$ cat src/rtl/qoi565_pkg.sv
// Shared types and constants of the QOI RGB565 line decoder.
// Used by qoi565_ctrl, qoi565_dp and the top level; depends on nothing.
package qoi565_pkg;

  localparam logic [7:0] MAX_LINE_WIDTH   = 8'd240;
  localparam logic [7:0] LINE_WIDTH_RESET = 8'd240;
  localparam logic [7:0] BYTE_LITERAL     = 8'hFE;

  // top two bits of an opcode byte
  localparam logic [1:0] TAG_BAD  = 2'b00;
  localparam logic [1:0] TAG_DIFF = 2'b01;
  localparam logic [1:0] TAG_LUMA = 2'b10;
  localparam logic [1:0] TAG_RUN  = 2'b11;

  // configuration register word index
  localparam logic [0:0] REG_LINE_WIDTH = 1'b0;

  typedef enum logic [1:0] {
    COLOR_KEEP,
    COLOR_LITERAL,
    COLOR_DIFF,
    COLOR_LUMA
  } color_op_t;

  typedef struct packed {
    logic      start_line;  // item carries line_start: reload count, black color
    logic      hold_byte;   // latch code_byte for a two-byte opcode
    color_op_t color_op;
    logic      emit;        // push one pixel into the output register
    logic      bad;         // pixel is from an invalid opcode
    logic      run_load;    // first pixel of a run, load run counter
    logic      run_step;    // further pixel of a run
  } dp_cmd_t;

  typedef struct packed {
    logic slot_free;    // output register can take a pixel this cycle
    logic pixels_zero;  // line already complete (line_start applied)
    logic run_more;     // run has pixels left after this one
  } dp_stat_t;

endpackage

$ cat src/rtl/qoi_rgb565_line_decoder_unit.sv
// Top level of the QOI RGB565 line decoder: APB register, controller, datapath.
// Depends on qoi565_pkg, qoi565_ctrl and qoi565_dp.
//
// Takes one encoded byte per item and emits decoded RGB565 pixels. Single-pixel
// opcodes may follow back to back while the output register is free; a run of N
// pixels pushes its first pixel into the output register as its byte is taken,
// then stalls the byte input while the run counter drains the other N-1, one
// pixel per cycle through the output register while pix_stall is low. Literal
// (three bytes) and luma (two bytes) opcodes give their pixel on the last byte.
// line_width (address 0, reset 240, clamped to 240) is loaded into the line
// countdown by a line_start byte; later bytes of a finished line give no output.
module qoi_rgb565_line_decoder_unit (
  input  logic        clk,
  input  logic        rst,
  // configuration
  input  logic        psel,
  input  logic        penable,
  input  logic        pwrite,
  input  logic [2:0]  paddr,
  input  logic [31:0] pwdata,
  output logic [31:0] prdata,
  output logic        pready,
  // encoded bytes
  input  logic        code_valid,
  output logic        code_stall,
  input  logic [7:0]  code_byte,
  input  logic        line_start,
  // pixels
  output logic        pix_valid,
  input  logic        pix_stall,
  output logic [15:0] pixel,
  output logic        line_end,
  output logic        run_last,
  output logic        bad_opcode
);

  logic [7:0]           line_width;
  logic                 reg_hit;
  qoi565_pkg::dp_cmd_t  cmd;
  qoi565_pkg::dp_stat_t stat;

  assign pready  = 1'b1;
  assign reg_hit = (paddr[2] == qoi565_pkg::REG_LINE_WIDTH) && (paddr[1:0] == 2'd0);
  assign prdata  = reg_hit ? {24'd0, line_width} : 32'd0;

  always_ff @(posedge clk) begin
    if (rst) begin
      line_width <= qoi565_pkg::LINE_WIDTH_RESET;
    end else if (psel && penable && pwrite && pready && reg_hit) begin
      line_width <= pwdata[7:0];
    end
  end

  qoi565_ctrl u_ctrl (
    .clk        (clk),
    .rst        (rst),
    .code_valid (code_valid),
    .code_stall (code_stall),
    .code_byte  (code_byte),
    .line_start (line_start),
    .stat       (stat),
    .cmd        (cmd)
  );

  qoi565_dp u_dp (
    .clk        (clk),
    .rst        (rst),
    .line_width (line_width),
    .code_byte  (code_byte),
    .line_start (line_start),
    .cmd        (cmd),
    .stat       (stat),
    .pix_valid  (pix_valid),
    .pix_stall  (pix_stall),
    .pixel      (pixel),
    .line_end   (line_end),
    .run_last   (run_last),
    .bad_opcode (bad_opcode)
  );

endmodule

$ cat src/rtl/qoi565_ctrl.sv
// Opcode parser and handshake controller of the QOI RGB565 line decoder.
// Depends on qoi565_pkg; drives commands into qoi565_dp.
module qoi565_ctrl (
  input  logic                clk,
  input  logic                rst,
  input  logic                code_valid,
  output logic                code_stall,
  input  logic [7:0]          code_byte,
  input  logic                line_start,
  input  qoi565_pkg::dp_stat_t stat,
  output qoi565_pkg::dp_cmd_t  cmd
);

  typedef enum logic [2:0] {
    ST_IDLE,
    ST_LIT1,
    ST_LIT2,
    ST_LUMA,
    ST_RUN
  } state_t;

  state_t state, state_next, phase;
  logic   accept;

  always_comb begin
    code_stall = (state == ST_RUN) || !stat.slot_free;
    accept     = code_valid && !code_stall;
    // line_start drops any half-read opcode before this byte is parsed
    phase      = line_start ? ST_IDLE : state;

    cmd            = '0;
    cmd.color_op   = qoi565_pkg::COLOR_KEEP;
    cmd.start_line = accept && line_start;
    state_next     = state;

    if (state == ST_RUN) begin
      if (stat.slot_free) begin
        cmd.emit     = 1'b1;
        cmd.run_step = 1'b1;
        if (!stat.run_more) begin
          state_next = ST_IDLE;
        end
      end
    end else if (accept) begin
      unique case (phase)
        ST_LIT1: begin
          cmd.hold_byte = 1'b1;
          state_next    = ST_LIT2;
        end
        ST_LIT2: begin
          cmd.color_op = qoi565_pkg::COLOR_LITERAL;
          cmd.emit     = 1'b1;
          state_next   = ST_IDLE;
        end
        ST_LUMA: begin
          cmd.color_op = qoi565_pkg::COLOR_LUMA;
          cmd.emit     = 1'b1;
          state_next   = ST_IDLE;
        end
        default: begin
          state_next = ST_IDLE;
          if (!stat.pixels_zero) begin
            if (code_byte == qoi565_pkg::BYTE_LITERAL) begin
              state_next = ST_LIT1;
            end else begin
              unique case (code_byte[7:6])
                qoi565_pkg::TAG_RUN: begin
                  cmd.emit     = 1'b1;
                  cmd.run_load = 1'b1;
                  if (stat.run_more) begin
                    state_next = ST_RUN;
                  end
                end
                qoi565_pkg::TAG_DIFF: begin
                  cmd.color_op = qoi565_pkg::COLOR_DIFF;
                  cmd.emit     = 1'b1;
                end
                qoi565_pkg::TAG_LUMA: begin
                  cmd.hold_byte = 1'b1;
                  state_next    = ST_LUMA;
                end
                default: begin
                  cmd.emit = 1'b1;
                  cmd.bad  = 1'b1;
                end
              endcase
            end
          end
        end
      endcase
    end
  end

  always_ff @(posedge clk) begin
    if (rst) begin
      state <= ST_IDLE;
    end else begin
      state <= state_next;
    end
  end

endmodule

$ cat src/rtl/qoi565_dp.sv
// Datapath of the QOI RGB565 line decoder: color, line count, held byte,
// run counter and output register. Depends on qoi565_pkg; run by qoi565_ctrl.
module qoi565_dp (
  input  logic                clk,
  input  logic                rst,
  input  logic [7:0]          line_width,
  input  logic [7:0]          code_byte,
  input  logic                line_start,
  input  qoi565_pkg::dp_cmd_t  cmd,
  output qoi565_pkg::dp_stat_t stat,
  output logic                pix_valid,
  input  logic                pix_stall,
  output logic [15:0]         pixel,
  output logic                line_end,
  output logic                run_last,
  output logic                bad_opcode
);

  logic [4:0] prev_red, prev_blue;
  logic [5:0] prev_green;
  logic [7:0] pixels_left, held_byte;
  logic [5:0] run_left;

  logic [7:0] width_clamp, base_pl, stat_pl;
  logic [4:0] base_red, base_blue, red_next, blue_next;
  logic [5:0] base_green, green_next, luma_dg;
  logic       run_more;

  always_comb begin
    width_clamp = (line_width > qoi565_pkg::MAX_LINE_WIDTH) ?
                  qoi565_pkg::MAX_LINE_WIDTH : line_width;
    base_pl     = cmd.start_line ? width_clamp : pixels_left;
    stat_pl     = line_start ? width_clamp : pixels_left;
    base_red    = cmd.start_line ? 5'd0 : prev_red;
    base_green  = cmd.start_line ? 6'd0 : prev_green;
    base_blue   = cmd.start_line ? 5'd0 : prev_blue;
    luma_dg     = held_byte[5:0] ^ 6'h20;  // gggggg - 32, mod 64

    unique case (cmd.color_op)
      qoi565_pkg::COLOR_LITERAL: begin
        red_next   = held_byte[7:3];
        green_next = {held_byte[2:0], code_byte[7:5]};
        blue_next  = code_byte[4:0];
      end
      qoi565_pkg::COLOR_DIFF: begin
        red_next   = base_red + {3'd0, code_byte[5:4]} + 5'd30;
        green_next = base_green + {4'd0, code_byte[3:2]} + 6'd62;
        blue_next  = base_blue + {3'd0, code_byte[1:0]} + 5'd30;
      end
      qoi565_pkg::COLOR_LUMA: begin
        // red/blue: dg + nibble - 8, taken mod 32
        green_next = base_green + luma_dg;
        red_next   = base_red + luma_dg[4:0] + {1'b0, code_byte[7:4]} + 5'd24;
        blue_next  = base_blue + luma_dg[4:0] + {1'b0, code_byte[3:0]} + 5'd24;
      end
      default: begin
        red_next   = base_red;
        green_next = base_green;
        blue_next  = base_blue;
      end
    endcase

    if (cmd.run_load) begin
      run_more = (code_byte[5:0] != 6'd0) && (base_pl > 8'd1);
    end else begin
      run_more = (run_left > 6'd1) && (pixels_left > 8'd1);
    end

    stat.slot_free   = !pix_valid || !pix_stall;
    stat.pixels_zero = (stat_pl == 8'd0);
    stat.run_more    = run_more;
  end

  always_ff @(posedge clk) begin
    if (rst) begin
      prev_red    <= '0;
      prev_green  <= '0;
      prev_blue   <= '0;
      pixels_left <= '0;
      held_byte   <= '0;
      pix_valid   <= 1'b0;
    end else begin
      prev_red   <= red_next;
      prev_green <= green_next;
      prev_blue  <= blue_next;
      if (cmd.emit) begin
        pixels_left <= base_pl - {7'd0, (base_pl != 8'd0)};
      end else if (cmd.start_line) begin
        pixels_left <= base_pl;
      end
      if (cmd.hold_byte) begin
        held_byte <= code_byte;
      end
      if (cmd.emit) begin
        pix_valid <= 1'b1;
      end else if (!pix_stall) begin
        pix_valid <= 1'b0;
      end
    end
  end

  // payload needs no reset
  always_ff @(posedge clk) begin
    if (cmd.run_load) begin
      run_left <= code_byte[5:0];
    end else if (cmd.run_step) begin
      run_left <= run_left - 6'd1;
    end
    if (cmd.emit) begin
      pixel      <= cmd.bad ? 16'd0 : {red_next, green_next, blue_next};
      line_end   <= (base_pl <= 8'd1);
      run_last   <= !((cmd.run_load || cmd.run_step) && run_more);
      bad_opcode <= cmd.bad;
    end
  end

endmodule

$ cat config.mk
export PLATFORM = sky130hd
export DESIGN_NAME = qoi_rgb565_line_decoder_unit
export DESIGN_NICKNAME = d
export VERILOG_FILES = /design/src/rtl/qoi565_pkg.sv /design/src/rtl/qoi_rgb565_line_decoder_unit.sv /design/src/rtl/qoi565_ctrl.sv /design/src/rtl/qoi565_dp.sv
export SDC_FILE = /design/constraint.sdc
export NUM_CORES = 1
export LEC_CHECK = 0
export ABC_AREA = 1
export ABC_CLOCK_PERIOD_IN_PS = 11300
export BUFFER_PORTS_ARGS = -buffer_cell sky130_fd_sc_hd__buf_2
export CORE_MARGIN = 1.5
export CORE_UTILIZATION = 50
export DETAILED_ROUTE_END_ITERATION = 6
export HOLD_SLACK_MARGIN = 0.03
export MAX_ROUTING_LAYER = met4
export PLACE_DENSITY = 0.74
export SLEW_MARGIN = 25
export SYNTH_ARGS = -nofsm -noshare
export SYNTH_HDL_FRONTEND = slang
export SYNTH_HIERARCHICAL = 1
export SYNTH_SLANG_ARGS = --single-unit
$ cat constraint.sdc
create_clock -name clk -period 11.3 [get_ports clk]
set_input_delay 1.695 -clock clk [delete_from_list [all_inputs] [get_ports clk]]
set_output_delay 1.695 -clock clk [all_outputs]
set_load 0.05 [all_outputs]
# Yosys cells after proc, flatten, opt, wreduce, memory -nomap -nowiden
# Cells that the tools add are included.
# op_classes
reduce_logical	28
bitwise	2
n_mux	43
n_addsub	15
eq_ne	14
n_lt_le_gt_ge	5
# ops
op	count
$mux 8	6
$mux 6	6
$pmux 5 s3	2
$mux 3	9
$add 5x5->5 const B	4
$pmux 6 s3	1
$gt 8x1->1 const B	2
$pmux 3 s2	2
$add 5x2->5	2
$add 5x4->5	2
$add 5x5->5	2
$mux 1	10
$mux 5	2
$logic_and 1x1->1	9
$pmux 3 s3	1
$eq 2x2->1 const B	4
$eq 8x8->1 const B	1
$gt 8x8->1 const B	1
$le 8x1->1 const B	1
$logic_not 8->1	1
$reduce_bool 8->1	1
$sub 8x1->8	1
$add 6x2->6	1
$add 6x6->6	1
other kinds (20)	35
# word_totals
wordCells	120
out_inout_bits	54
reg_bits	69
input_bits	51

# Logic depth before layout (Yosys ltp)
# logic_depth
ltp_word	18
mapped_depth	23
ltp_nobuf	23

# Modules after synthesis
# Netlist, hierarchy kept.
# by_module_without_submodules
mod	area_per_inst_um2	seq_area_each_um2	n_inst	cells_each
qoi565_dp	3938.8	1411.4	1	507
qoi_rgb565_line_decoder_unit	629.4	160.2	1	94
qoi565_ctrl	361.6	60.1	1	62

# Worst setup path before layout
# No wires, ideal clock.
# synth_path
path_kind	input-to-reg
startpoint	input port pix_stall
endpoint	register u_dp.pixel[4] (data pin)
arrival_ps	4429
setup_time_ps	266
cell_stages	20
required_ps	11034
path_buffers	1
path_slack_ps	6605
path_cell_list	nand2_1 -> nand3_4 -> nor2_1 -> inv_2 -> buf_4 -> nand2_1 -> fa_1 -> inv_1 -> ha_1 -> ha_1 -> inv_1 -> fa_1 -> inv_1 -> or2_2 -> nand2_1 -> nand2_1 -> nand3_1 -> nand3_1 -> nand2_1 -> nor2_1
# synth_rtl
item	line	rtl
from (decl)	qoi_rgb565_line_decoder_unit.sv:30	input logic pix_stall,
to (signal assigned)	qoi565_dp.sv:110	pixel <= cmd.bad ? 16'd0 : {red_next, green_next, blue_next};
to (decl)	qoi565_dp.sv:13	output logic [15:0] pixel,

==> flow_summary.toml <==
[setup_path]
critical_path.startpoint = "pix_stall"
critPathLaunchType = "primary input"
critPathSlowestCell = "fa_1"
cp-endpoint = "u_dp/pixel[4]$_SDFFCE_PP0P_"
cp_slowest_stage_delay_ns = 0.53
r2r-end = "u_dp/pixel[4]$_SDFFCE_PP0P_"
critPathKind = "in -> reg"
critPathCaptureType = "register"
rr_startpoint = "u_ctrl/state[1]$_SDFFE_PP0P_"
crit_path_max_fanout = 18
critical_path_arrival_ns = 4.98
reg2reg_depth = 21
r2r_slack_ns = 7.41
cp_cell_sequence = "buf_2 > nand2_1 > nand3_4 > nor2_1 > buf_4 > inv_2 > nand2_1 > fa_1 > inv_1 > ha_1 > ha_1 > inv_1 > fa_1 > inv_1 > or2_2 > nand2_1 > nand2_1 > nand3_1 > nand3_1 > nand2_1 > nor2_1"
path_common_cell = "nand2_1"
crit_required_ns = 11.39

[logic_synthesis]
ys_types = 48
yosysTopAreaCellShare_pct = 17.9
async_flop_share_pct = 0
ys.flop_type = "dfxtp_1"
ys_seq_elements = 69
syn_avg_cell_area_um2 = 7.44
synth_edf_count = 25
ys_seq_area_share_pct = 33.1
synth-warning-count = 6
synthTopCellsByArea = "dfxtp_1 18%, edfxtp_1 15%, nand2_1 9.7%"
netlist_area_um2 = 4930
netlist_instances = 663
yosys.area.top_type = "dfxtp_1"

[sta]
fin_crit_ns = 4.89
fin_crit_sh_pct = 43.3
worst_pin_slew_ns = 1.02
relSlewSlack_pct = 31.8
finalMaxSlewViolations = 0
fmax_ghz = 0.205
finClkSkew_ns = 0.0130
setup_viol = 0
finalSetupTns_ns = 0
hold_viol_final = 0
rsz0062_at_grt = "no"

[clock_tree]
cts_htree_levels = 3
ctsLongestPathBuffers = 2
postCtsSetupBuffers = 0
numCtsBuffers = 9
cts_tree = "done"
ctsRootBufferMaster = "clkbuf_8"
clock_latency_ns = 0.35
cts_resized = 0
cts.sinks = 69
cts.clk_slew.worst_paths_ns = 0.08
hold_buffers = 0

[final_layout]
final_util_pct = 56.4
diodes = 0
drive_gt1_share_pct = 14.4
design_area_um2 = 5460
nets = 817
area_growth_pct = 10.7
finalNonFillerCells = 857

[routing]
dr.pass1.iters = 5
wire_per_inst_um = 13.8
via_per_inst = 5.13
drcViolationCount = 0
drtIter0Drc = 295
vias = 4395
postRouteWirelength_um = 11800
ant_nets = 0

[die]
die_width_um = 102
ios = 105
rows = 36
dieArea_um2 = 10500
start_util_pct = 50.9
fp.dieH_um = 102
fp.coreArea_um2 = 9680

[place]
dpl_cell_area_um2 = 5250
hpwl_um = 8900
io_buffers = 55
place_inst = 841
gp_congestion = 0.979

[global_routing]
grt_use_total_pct = 24.2
grt_overflow = 0
antenna_found_initial = 0
grt_pass1_wl_um = 19000
grt_max_degree = 29
grt_pass1_vias = 4100

[outcome]
status = "complete, no violations"

[job]
cap_violations = 0

[power]
vdd_ir_drop_max_v = 0.000104
p_leak_nw = 2.71
p_per_area_nw_per_um2 = 154

[worst_hold_path]
hp-class = "reg -> reg"
==> where the power goes <==
group,total [mW],internal [mW],switching (mW)
logic,0.310,0.0873,0.223
registers,0.317,0.298,0.0192
clock network,0.215,0.114,0.101
total,0.843,0.500,0.343
==> area by class of cell <==
cell class | count | area (um2)
timing repair buffer | 60 | 313
sequential | 69 | 1630
fill | 917 | 4230
clock buffer | 11 | 151
inverter | 107 | 402
multi-input combinational | 472 | 2740
clock inverter | 5 | 57.6
tap | 133 | 166
==> flip-flops by register name (all words and copies together), names as in the netlist <==
signal / count
line_width: 8
u_ctrl/state: 3
u_dp/bad_opcode: 1
u_dp/held_byte: 8
u_dp/line_end: 1
u_dp/pix_valid: 1
u_dp/pixel: 16
u_dp/pixels_left: 8
u_dp/prev_blue: 5
u_dp/prev_green: 6
u_dp/prev_red: 5
u_dp/run_last: 1
u_dp/run_left: 6
==> worst max-delay path: cells and delay by family <==
family,cells,cell delay (ns)
and+or+nand+nor,11,1.34
adders and majority gates,4,1.18
buffers and inverters,6,0.74
==> metal layers <==
metal  track usage [%]  vias to the layer above  part of all wire (%)  wire length (um)
li1                  -                     2181                     -                 -
met1              27.6                     1993                    42              4960
met2              41.0                      183                    48              5730
met3              5.75                       38                   6.2               731
met4              9.69                        0                   3.3               394
met5                 -                        -                     0                 0
==> layout by cell type (no fill, tap or decap), drive strengths merged, types with 8 or more instances in the layout <==
cell    synthesis  routed
o211ai          8       8
fa             14      14
nor2          109     109
clkbuf          7      11
nand3          37      37
inv           107     108
buf            31      60
o21ai          35      35
dfxtp          44      44
nand2         130     130
ha             33      33
a21oi          28      28
conb            2      25
edfxtp         25      25
==> stage by stage <==
step / power [mW] / hold WS [ns] / worst slack (ns)
6_report: 0.843 / 0.532 / 6.41
2_1_floorplan: 0.567 / 0.468 / 6.60
4_1_cts: 0.847 / 0.528 / 6.45
5_1_grt: 0.895 / 0.564 / 6.22
3_5_place_dp: 0.629 / 0.515 / 6.09
3_3_place_gp: 0.619 / 0.502 / 6.16
==> worst min path at each step <==
stage	startpoint	end	slack (ns)	depth (start not counted)
final	line_width[5]$_SDFFE_PP1P_	line_width[5]$_SDFFE_PP1P_	0.53	2
after global routing	line_width[3]$_SDFFE_PP0P_	line_width[3]$_SDFFE_PP0P_	0.56	2
after CTS	line_width[5]$_SDFFE_PP1P_	line_width[5]$_SDFFE_PP1P_	0.53	2
after detailed placement	u_dp/held_byte[6]$_SDFFE_PP0P_	u_dp/prev_red[3]$_SDFF_PP0_	0.51	2
after global placement	u_dp/pixels_left[2]$_SDFFE_PP0P_	u_dp/pixels_left[2]$_SDFFE_PP0P_	0.50	2
after floorplan	u_dp/pixels_left[2]$_SDFFE_PP0P_	u_dp/pixels_left[2]$_SDFFE_PP0P_	0.47	2
==> kinds of logic (layout without fill, tap and decap cells) <==
group	Yosys count	count (layout)	synth area share, %
AO/OA/AOI/OAI	87	87	10.6
XOR/XNOR	12	12	2.13
adder cells (fa/ha/maj)	47	47	14.1
buffers and inverters	145	183	13.4
flip-flops	69	69	33.1
other	2	25	0.152
AND/OR/NAND/NOR	301	301	26.6
==> Yosys cell counts (3+ instances only) <==
cell type,number
nand2_1,127
nor2_1,105
inv_1,104
dfxtp_1,44
ha_1,33
nand3_1,33
o21ai_0,29
buf_4,28
a21oi_1,26
edfxtp_1,25
fa_1,14
o211ai_1,8
clkbuf_1,7
nand4_1,7
xnor2_1,7
or2_2,5
xor2_1,5
nor3_1,4
inv_2,3
nand2_2,3
nand3_4,3
nor4_1,3
o21ai_1,3
o21ai_2,3
o22ai_1,3
Note: power is estimated with default switching activity, not from simulation.
